$ cat src/rtl/rrc_pkg.sv
// Shared constants, types and codes for the RTP receive classifier.
`timescale 1ns / 1ps

package rrc_pkg;

    localparam int PT_W     = 7;
    localparam int TS_W     = 32;
    localparam int EV_W     = 8;
    localparam int VOL_W    = 6;
    localparam int DIV_W    = 16;
    localparam int STATUS_W = 3;
    localparam int IDX_W    = 2;
    localparam int IN_W     = 88;
    localparam int OUT_W    = 88;

    // Divider runs one quotient bit per cycle.
    localparam int DIV_STEPS = TS_W;
    localparam int DIV_CNT_W = $clog2(DIV_STEPS);

    typedef logic [STATUS_W-1:0] status_t;

    localparam status_t ST_MEDIA      = 3'd0;
    localparam status_t ST_DTMF_KEY   = 3'd1;
    localparam status_t ST_DTMF_IGN   = 3'd2;
    localparam status_t ST_TYPE_CHG   = 3'd3;
    localparam status_t ST_REJECT     = 3'd4;
    localparam status_t ST_PARSE_FAIL = 3'd5;

    typedef logic [IDX_W-1:0] reg_idx_t;

    localparam reg_idx_t REG_MEDIA_PT = 2'd0;
    localparam reg_idx_t REG_DTMF_PT  = 2'd1;
    localparam reg_idx_t REG_MAX_JUMP = 2'd2;
    localparam reg_idx_t REG_DIVISOR  = 2'd3;

    localparam logic [PT_W-1:0]  MEDIA_PT_RST = 7'd0;
    localparam logic [PT_W-1:0]  DTMF_PT_RST  = 7'd101;
    localparam logic [TS_W-1:0]  MAX_JUMP_RST = 32'd160000;
    localparam logic [DIV_W-1:0] DIVISOR_RST  = 16'd8;

    localparam logic [EV_W-1:0] NO_EVENT = 8'd255;
    localparam logic [7:0]      NO_TYPE  = 8'd255;

    typedef struct packed {
        logic             start;
        logic [TS_W-1:0]  num;
        logic [DIV_W-1:0] den;
    } div_req_t;

endpackage

$ cat src/rtl/rrc_div.sv
// Restoring divider, one quotient bit per cycle; a zero divisor yields all ones.
`timescale 1ns / 1ps

module rrc_div
(
    input  logic                          clk,
    input  logic                          rst_n,
    input  rrc_pkg::div_req_t             req,
    output logic                          done,
    output logic [rrc_pkg::TS_W-1:0]      quot
);

    logic                            busy_reg, busy_next;
    logic                            done_reg, done_next;
    logic [rrc_pkg::DIV_CNT_W-1:0]   cnt_reg, cnt_next;
    logic [rrc_pkg::TS_W-1:0]        q_reg, q_next;
    logic [rrc_pkg::DIV_W-1:0]       rem_reg, rem_next;
    logic [rrc_pkg::DIV_W-1:0]       den_reg, den_next;
    logic [rrc_pkg::DIV_W:0]         trial;
    logic [rrc_pkg::DIV_W:0]         diff;
    logic                            ge;

    always_comb
    begin
        trial = {rem_reg, q_reg[rrc_pkg::TS_W-1]};
        diff  = trial - {1'b0, den_reg};
        ge    = (trial >= {1'b0, den_reg});

        busy_next = busy_reg;
        done_next = 1'b0;
        cnt_next  = cnt_reg;
        q_next    = q_reg;
        rem_next  = rem_reg;
        den_next  = den_reg;

        if (req.start)
        begin
            busy_next = 1'b1;
            cnt_next  = '0;
            q_next    = req.num;
            rem_next  = '0;
            den_next  = req.den;
        end
        else if (busy_reg)
        begin
            // numerator bits shift out the top while quotient bits enter at the bottom
            rem_next = ge ? diff[rrc_pkg::DIV_W-1:0] : trial[rrc_pkg::DIV_W-1:0];
            q_next   = {q_reg[rrc_pkg::TS_W-2:0], ge};
            cnt_next = cnt_reg + 1'b1;
            if (cnt_reg == rrc_pkg::DIV_CNT_W'(rrc_pkg::DIV_STEPS - 1))
            begin
                busy_next = 1'b0;
                done_next = 1'b1;
            end
        end
    end

    always_ff @(posedge clk or negedge rst_n)
    begin
        if (!rst_n)
        begin
            busy_reg <= 1'b0;
            done_reg <= 1'b0;
            cnt_reg  <= '0;
        end
        else
        begin
            busy_reg <= busy_next;
            done_reg <= done_next;
            cnt_reg  <= cnt_next;
        end
    end

    always_ff @(posedge clk)
    begin
        q_reg   <= q_next;
        rem_reg <= rem_next;
        den_reg <= den_next;
    end

    assign done = done_reg;
    assign quot = q_reg;

endmodule

$ cat src/rtl/rtp_receive_classifier_unit.sv
// Top level: RTP receive classifier with media timing and telephone-event handling.
`timescale 1ns / 1ps

// Channel   Direction  Handshake           Payload
// s_*       in         s_tvalid/s_tready   s_tuser: parse_ok; s_tdata: header fields
// m_*       out        m_tvalid/m_tready   m_tuser: status; m_tdata: result fields
// cfg_*     in         cfg_we              cfg_addr selects register, cfg_data value
//
// A media beat passes through accept, classify, 32 divider steps, divider done and finish;
// other beats pass through accept, classify and finish only. The bit-serial divider sets the media beat's length.
// s_tready is high only while idle; a finished result waits in the output register
// while the next beat is taken. Reset is asynchronous, active low.

module rtp_receive_classifier_unit
(
    input  logic                             clk,
    input  logic                             rst_n,
    input  logic                             s_tvalid,
    output logic                             s_tready,
    // [6:0] payload_type, [38:7] timestamp, [46:39] dtmf_event, [47] dtmf_end,
    // [53:48] dtmf_volume, [85:54] sync_time_ms, [87:86] zero
    input  logic [rrc_pkg::IN_W-1:0]         s_tdata,
    // [0] parse_ok
    input  logic                             s_tuser,
    output logic                             m_tvalid,
    input  logic                             m_tready,
    // [0] resynced, [32:1] gen_time, [40:33] dtmf_key, [46:41] dtmf_level,
    // [53:47] new_payload_type, [85:54] received_count, [87:86] zero
    output logic [rrc_pkg::OUT_W-1:0]        m_tdata,
    // [2:0] status
    output logic [rrc_pkg::STATUS_W-1:0]     m_tuser,
    input  logic                             cfg_we,
    input  logic [rrc_pkg::IDX_W-1:0]        cfg_addr,
    input  logic [rrc_pkg::TS_W-1:0]         cfg_data
);

    typedef enum logic [1:0] {S_IDLE, S_CLASSIFY, S_DIVIDE, S_FINISH} state_t;

    state_t                          state_reg;

    logic [rrc_pkg::PT_W-1:0]        media_pt_reg;
    logic [rrc_pkg::PT_W-1:0]        dtmf_pt_reg;
    logic [rrc_pkg::TS_W-1:0]        max_jump_reg;
    logic [rrc_pkg::DIV_W-1:0]       divisor_reg;

    logic [rrc_pkg::TS_W-1:0]        first_ts_reg;
    logic [rrc_pkg::TS_W-1:0]        first_time_reg;
    logic [rrc_pkg::EV_W-1:0]        last_event_reg;
    logic [7:0]                      last_pt_reg;
    logic [rrc_pkg::TS_W-1:0]        count_reg;

    logic                            in_ok_reg;
    logic [rrc_pkg::PT_W-1:0]        in_pt_reg;
    logic [rrc_pkg::TS_W-1:0]        in_ts_reg;
    logic [rrc_pkg::EV_W-1:0]        in_ev_reg;
    logic                            in_end_reg;
    logic [rrc_pkg::VOL_W-1:0]       in_vol_reg;
    logic [rrc_pkg::TS_W-1:0]        in_sync_reg;

    rrc_pkg::status_t                res_status_reg;
    logic                            res_resync_reg;
    logic [rrc_pkg::EV_W-1:0]        res_key_reg;
    logic [rrc_pkg::VOL_W-1:0]       res_level_reg;
    logic [rrc_pkg::PT_W-1:0]        res_newpt_reg;

    logic                            m_valid_reg;
    rrc_pkg::status_t                m_status_reg;
    logic                            m_resync_reg;
    logic [rrc_pkg::TS_W-1:0]        m_gen_reg;
    logic [rrc_pkg::EV_W-1:0]        m_key_reg;
    logic [rrc_pkg::VOL_W-1:0]       m_level_reg;
    logic [rrc_pkg::PT_W-1:0]        m_newpt_reg;
    logic [rrc_pkg::TS_W-1:0]        m_count_reg;

    logic                            in_beat;
    logic                            is_media;
    logic                            is_dtmf;
    logic [rrc_pkg::TS_W-1:0]        ts_dist;
    logic                            need_resync;
    logic                            out_free;
    rrc_pkg::div_req_t               div_req;
    logic                            div_done;
    logic [rrc_pkg::TS_W-1:0]        div_quot;

    assign s_tready = (state_reg == S_IDLE);
    assign in_beat  = s_tvalid && s_tready;

    assign is_media    = (in_pt_reg == media_pt_reg);
    assign is_dtmf     = (in_pt_reg == dtmf_pt_reg);
    assign ts_dist     = in_ts_reg - first_ts_reg;
    assign need_resync = (first_ts_reg == '0) || (ts_dist > max_jump_reg);
    assign out_free    = !m_valid_reg || m_tready;

    always_comb
    begin
        div_req.start = (state_reg == S_CLASSIFY) && in_ok_reg && is_media;
        div_req.num   = need_resync ? '0 : ts_dist;
        div_req.den   = divisor_reg;
    end

    rrc_div u_div
    (
        .clk   (clk),
        .rst_n (rst_n),
        .req   (div_req),
        .done  (div_done),
        .quot  (div_quot)
    );

    always_ff @(posedge clk or negedge rst_n)
    begin
        if (!rst_n)
        begin
            media_pt_reg <= rrc_pkg::MEDIA_PT_RST;
            dtmf_pt_reg  <= rrc_pkg::DTMF_PT_RST;
            max_jump_reg <= rrc_pkg::MAX_JUMP_RST;
            divisor_reg  <= rrc_pkg::DIVISOR_RST;
        end
        else if (cfg_we)
        begin
            unique case (cfg_addr)
                rrc_pkg::REG_MEDIA_PT: media_pt_reg <= cfg_data[rrc_pkg::PT_W-1:0];
                rrc_pkg::REG_DTMF_PT:  dtmf_pt_reg  <= cfg_data[rrc_pkg::PT_W-1:0];
                rrc_pkg::REG_MAX_JUMP: max_jump_reg <= cfg_data;
                rrc_pkg::REG_DIVISOR:  divisor_reg  <= cfg_data[rrc_pkg::DIV_W-1:0];
                default: ;
            endcase
        end
    end

    always_ff @(posedge clk)
    begin
        if (in_beat)
        begin
            in_ok_reg   <= s_tuser;
            in_pt_reg   <= s_tdata[6:0];
            in_ts_reg   <= s_tdata[38:7];
            in_ev_reg   <= s_tdata[46:39];
            in_end_reg  <= s_tdata[47];
            in_vol_reg  <= s_tdata[53:48];
            in_sync_reg <= s_tdata[85:54];
        end
    end

    always_ff @(posedge clk or negedge rst_n)
    begin
        if (!rst_n)
        begin
            state_reg      <= S_IDLE;
            first_ts_reg   <= '0;
            first_time_reg <= '0;
            last_event_reg <= rrc_pkg::NO_EVENT;
            last_pt_reg    <= rrc_pkg::NO_TYPE;
            count_reg      <= '0;
            res_status_reg <= rrc_pkg::ST_PARSE_FAIL;
            res_resync_reg <= 1'b0;
            res_key_reg    <= '0;
            res_level_reg  <= '0;
            res_newpt_reg  <= '0;
            m_valid_reg    <= 1'b0;
            m_status_reg   <= rrc_pkg::ST_PARSE_FAIL;
            m_resync_reg   <= 1'b0;
            m_gen_reg      <= '0;
            m_key_reg      <= '0;
            m_level_reg    <= '0;
            m_newpt_reg    <= '0;
            m_count_reg    <= '0;
        end
        else
        begin
            if (m_valid_reg && m_tready)
            begin
                m_valid_reg <= 1'b0;
            end

            unique case (state_reg)
                S_IDLE:
                begin
                    if (in_beat)
                    begin
                        state_reg <= S_CLASSIFY;
                    end
                end

                S_CLASSIFY:
                begin
                    res_resync_reg <= 1'b0;
                    res_key_reg    <= '0;
                    res_level_reg  <= '0;
                    res_newpt_reg  <= '0;
                    state_reg      <= S_FINISH;
                    if (!in_ok_reg)
                    begin
                        res_status_reg <= rrc_pkg::ST_PARSE_FAIL;
                    end
                    else
                    begin
                        count_reg <= count_reg + 1'b1;
                        if (is_media)
                        begin
                            last_pt_reg    <= {1'b0, in_pt_reg};
                            res_status_reg <= rrc_pkg::ST_MEDIA;
                            state_reg      <= S_DIVIDE;
                            if (need_resync)
                            begin
                                first_ts_reg   <= in_ts_reg;
                                first_time_reg <= in_sync_reg;
                                res_resync_reg <= 1'b1;
                            end
                        end
                        else if (is_dtmf)
                        begin
                            if (in_ev_reg != last_event_reg && !in_end_reg)
                            begin
                                last_event_reg <= in_ev_reg;
                                res_key_reg    <= in_ev_reg;
                                res_level_reg  <= in_vol_reg;
                                res_status_reg <= rrc_pkg::ST_DTMF_KEY;
                            end
                            else
                            begin
                                if (in_end_reg)
                                begin
                                    last_event_reg <= rrc_pkg::NO_EVENT;
                                end
                                res_status_reg <= rrc_pkg::ST_DTMF_IGN;
                            end
                        end
                        else if (last_pt_reg != {1'b0, in_pt_reg})
                        begin
                            last_pt_reg    <= {1'b0, in_pt_reg};
                            res_newpt_reg  <= in_pt_reg;
                            res_status_reg <= rrc_pkg::ST_TYPE_CHG;
                        end
                        else
                        begin
                            res_status_reg <= rrc_pkg::ST_REJECT;
                        end
                    end
                end

                S_DIVIDE:
                begin
                    if (div_done)
                    begin
                        state_reg <= S_FINISH;
                    end
                end

                S_FINISH:
                begin
                    if (out_free)
                    begin
                        m_valid_reg  <= 1'b1;
                        m_status_reg <= res_status_reg;
                        m_resync_reg <= res_resync_reg;
                        m_gen_reg    <= (res_status_reg == rrc_pkg::ST_MEDIA) ?
                                        div_quot + first_time_reg : '0;
                        m_key_reg    <= res_key_reg;
                        m_level_reg  <= res_level_reg;
                        m_newpt_reg  <= res_newpt_reg;
                        m_count_reg  <= count_reg;
                        state_reg    <= S_IDLE;
                    end
                end

                default:
                begin
                    state_reg <= S_IDLE;
                end
            endcase
        end
    end

    assign m_tvalid = m_valid_reg;
    assign m_tuser  = m_status_reg;
    assign m_tdata  = {2'b00, m_count_reg, m_newpt_reg, m_level_reg,
                       m_key_reg, m_gen_reg, m_resync_reg};

endmodule
$ cat config.mk
export PLATFORM = sky130hd
export DESIGN_NAME = rtp_receive_classifier_unit
export DESIGN_NICKNAME = d
export VERILOG_FILES = /design/src/rtl/rrc_pkg.sv /design/src/rtl/rrc_div.sv /design/src/rtl/rtp_receive_classifier_unit.sv
export SDC_FILE = /design/constraint.sdc
export NUM_CORES = 1
export LEC_CHECK = 0
export BUFFER_PORTS_ARGS = -buffer_cell sky130_fd_sc_hd__buf_2
export CORE_UTILIZATION = 45
export CTS_BUF_LIST = sky130_fd_sc_hd__clkbuf_16
export CTS_CLUSTER_DIAMETER = 120
export CTS_CLUSTER_SIZE = 8
export DETAILED_ROUTE_END_ITERATION = 10
export GPL_ROUTABILITY_DRIVEN = 1
export SYNTH_ARGS = -nofsm -noshare
export SYNTH_HDL_FRONTEND = slang
export SYNTH_HIERARCHICAL = 1
export SYNTH_SLANG_ARGS = --single-unit
$ cat constraint.sdc
create_clock -name clk -period 11.04 [get_ports clk]
set_clock_uncertainty 0.2 [all_clocks]
set_input_delay 1.656 -clock clk [delete_from_list [all_inputs] [get_ports clk]]
set_output_delay 1.656 -clock clk [all_outputs]
set_load 0.03 [all_outputs]
==> metrics.md <==
| Metric | Value |
|---|---|
| Initial core utilization | `0.459` |
| CTS tree | `built` |
| Slew HR | `0.218` |
| Slew Viols, Final | `0` |
| Antenna-violating nets left | `0` |
| Leak | `~12 nW` |
| Post-synth EDFFs | `135` |
| DIE WIDTH | `226 µm` |
| Core Area | `0.0493 mm²` |
| Classification of the worst-slack hold path | `register to register` |
| Top_reg_cell synth | `dfrtp_1` |
| Worst Path Max Fanout | `between 40 and 50` |
| Final setup violation count | `0` |
| Sw Share | `0.342` |
| Clock Latency Late Sink | `~0.59 ns` |
| Site Rows | `81` |
| Initial antenna violation count | `1` |
| CP Class | `register to register` |
| Max VDD drop | `between 0.0001 and 0.00015 V` |
| Final hold vios | `0` |
| Post-synth top area cell | `dfrtp_1` |
| Die area | `0.0512 mm²` |
| Post-Syn Area | `0.0226 mm²` |
| RSZ-0062 raised after global routing | `no` |
| Slowest Stage Delay on Critical Path | `about 0.73 ns` |
| Top delay family on crit path | `compound AO/OA/AOI/OAI gates` |
| WP buf/inv | `3` |
| Cts repair resizes | `0` |
| Status | `finished clean` |
| Register area share after synthesis | `0.525` |
| Top Ports | `221` |
| Most frequent cells after synthesis | `268 x dfrtp_1, 173 x nand2_1, 151 x mux2_2, 135 x edfxtp_1, 133 x inv_1` |
| Combinational cell fraction of total power | `0.303` |
| Synth warn | `6` |
| First drt pass iteration count | `6` |
| Largest net degree at the start of global routing | `116` |
| PwrDens | `223 mW/mm²` |
| Worst Path Required | `11.31 ns` |
| Max cap viols | `0` |
| Slowest CP cell | `buf_4` |
| Buffers on Ports | `216` |
| Clk sinks | `449` |
| First-pass GRT wire length | `84.5 mm` |
| P_sw | `0.00199 W` |
| Final worst path period need | `6.25 ns` |
| Netlist cell types | `101` |
| Placer Congestion | `roughly 0.86` |
| Pre-CTS setup slack | `4.77 ns` |
| Final wirelength | `53.1 mm` |
| Fmax | `160 MHz` |
| Sequential power share | `0.381` |
| GRT Util Overall | `0.214` |
| H-tree Lvls | `3` |
| Hold buffer count at cts | `0` |
| Critical path arrival | `~6.5 ns` |
| # DRC | `0` |
| Clock share of power | `0.316` |
| Avg Vias per Cell | `5.30` |
| Root Buffer Master | `clkbuf_16` |
| Die height | `around 230 µm` |
| Syn avg cell area | `11.7 µm²` |
| Internal Power | `0.00384 W` |
| Nets | `2,412` |
| Final Cycle Share | `0.566` |
| Layout cells sized above 1 | `0.258` |
| Crit-path cells | `inv_1 -> ha_1 -> inv_1 -> fa_1 -> a21oi_2 -> o211ai_1 -> a221oi_4 -> a211oi_2 -> o21a_1 -> a311oi_4 -> a41oi_2 -> xor2_1 -> ha_1 -> nand4_1 -> nor4_1 -> nand3_1 -> o2bb2ai_1 -> or2_4 -> nand2_4 -> buf_4 -> mux2_2` |
| Yosys reg bits | `449` |
| Max clock buf depth | `3` |
| Post-Syn Instances | `slightly below 2k` |
| Post-synth ARST share | `0.664` |
| Hpwl dp | `38.6 mm` |
| Most frequent cell after synthesis | `dfrtp_1` |
| Vias in the first global route | `15.4k` |
| Synth top area share | `0.296` |
| Initial DRC count | `890` |
| Fill cells | `4,373` |
| Via count | `15.3k` |
| Clock Pin Slew Worst Setup and Hold Paths | `0.05 ns` |
| Final setup margin | `4.79 ns` |
| Multi-input gate area | `roughly 0.0099 mm²` |
| Global route overflow | `0` |
| Storage cell area | `0.0119 mm²` |
| Leading post-synthesis cells by cell area | `dfrtp_1 30%, edfxtp_1 18%, mux2_2 7.5%` |
| Drt wl/cell | `18.5 µm` |
| Non-Filler Instances | `2,878` |
| Inserted Clock Buffers | `66` |
| Setup Fix Bufs, Post-CTS | `0` |
| Placed Cells | `approximately 2.8k` |
| Synth-to-layout area growth | `15.7%` |
| Crit start category | `register` |
| Crit path capture type | `register` |
| Fin Setup TNS | `0 ns` |
| Worst Tran Pin Value | `1.17 ns` |
==> layout make-up <==
class,instances,area share
Sequential cell,449,0.453
Multi-Input combinational cell,1289,0.378
Clock buffer,68,0.0650
Timing Repair Buffer,225,0.0443
Tap cell,664,0.0317
Inverter,133,0.0191
Clock inverter,49,0.00889
Antenna cell,1,0.0000956
==> power by group through the flow <==
| stage | registers (W) | logic [W] | clock network (W) |
|---|---|---|---|
| 3_5_place_dp | 0.00225 | 0.00178 | 0 |
| 6_report | 0.00222 | 0.00177 | 0.00184 |
| 4_1_cts | 0.00222 | 0.00179 | 0.00190 |
| 3_3_place_gp | 0.00224 | 0.00174 | 0 |
| 5_1_grt | 0.00225 | 0.00197 | 0.00197 |
| 2_1_floorplan | 0.00224 | 0.00126 | 0 |
==> cells in the final DEF (no fill, tap or decap), types with 9 or more instances in the layout <==
master	count
nor4_1	16
o21ai_0	124
clkbuf_16	68
nand2_1	172
xnor2_1	65
o211ai_1	12
nand4_1	22
dfxtp_1	16
dfrtp_1	268
ha_1	117
nor3_1	17
nand3_1	31
buf_2	215
o21a_1	11
a21o_1	36
nor2b_1	9
nand2b_1	11
xor2_1	60
edfxtp_1	135
mux2_4	49
and2_1	30
and3_1	20
buf_4	9
o21bai_1	12
nor2_1	80
inv_1	176
a211oi_1	14
mux2_2	151
dfstp_2	30
a21oi_1	85
==> stage by stage <==
stage / cell area [µm²] / hold slack (ns) / utilization / total power, W
6_report: 26200 / 0.233 / 0.531 / 0.00583
5_1_grt: 26200 / 0.237 / 0.531 / 0.00619
4_1_cts: 26200 / 0.232 / 0.531 / 0.00591
3_5_place_dp: 24200 / 0.229 / 0.492 / 0.00402
3_3_place_gp: 24200 / 0.225 / 0.492 / 0.00397
2_1_floorplan: 22600 / 0.219 / - / 0.00350
==> cell families (layout without fill, tap and decap cells) <==
| family | after synthesis | in the layout | share of synthesized area |
|---|---|---|---|
| AOI/OAI and AO/OA | 387 | 387 | 0.113 |
| xor gates and xnor gates | 125 | 125 | 0.0484 |
| adders and majority gates | 120 | 120 | 0.0674 |
| buffers and inverters | 192 | 475 | 0.0394 |
| DFF | 449 | 449 | 0.525 |
| muxes | 208 | 208 | 0.111 |
| other | 1 | 3 | 0.000166 |
| and+or+nand+nor | 447 | 447 | 0.0960 |
==> worst paths after layout <==
kind | start | to | slack [ns] | cells after the start
setup / recovery | in_ts_reg[0]$_DFFE_PP_ | first_time_reg[3]$_DFFE_PN0P_ | 4.79 | 21
hold / removal | divisor_reg[7]$_DFFE_PN0P_ | u_div/den_reg[7]$_DFFE_PP_ | 0.23 | 0
setup reg to reg | in_ts_reg[0]$_DFFE_PP_ | first_time_reg[3]$_DFFE_PN0P_ | 4.79 | 21
hold reg to reg | divisor_reg[7]$_DFFE_PN0P_ | u_div/den_reg[7]$_DFFE_PP_ | 0.23 | 0
max in group asynchronous | rst_n | m_count_reg[12]$_DFFE_PN0P_ | 7.28 | 3
min in group asynchronous | rst_n | dtmf_pt_reg[4]$_DFFE_PN0P_ | 0.94 | 1
==> metal layers <==
| metal | GRT usage | vias to the layer above | wire [µm] |
|---|---|---|---|
| met5 | 0 | - | 0 |
| met4 | 0.0894 | 0 | 1890 |
| met3 | 0.0379 | 110 | 1910 |
| met2 | 0.343 | 329 | 25000 |
| met1 | 0.285 | 7451 | 24300 |
| li1 | - | 7374 | - |
==> worst register-to-register path, cell delays in order (launching register included) <==
cell and delay, ns:
edfxtp_1 0.38, inv_1 0.07, ha_1 0.17, inv_1 0.06
fa_1 0.41, a21oi_2 0.18, o211ai_1 0.16, a221oi_4 0.39
a211oi_2 0.17, o21a_1 0.22, a311oi_4 0.34, a41oi_2 0.24
xor2_1 0.20, ha_1 0.31, nand4_1 0.13, nor4_1 0.40
nand3_1 0.14, o2bb2ai_1 0.19, or2_4 0.30, nand2_4 0.29
buf_4 0.73, mux2_2 0.48
No activity file was read; power rests on OpenSTA's default activity.
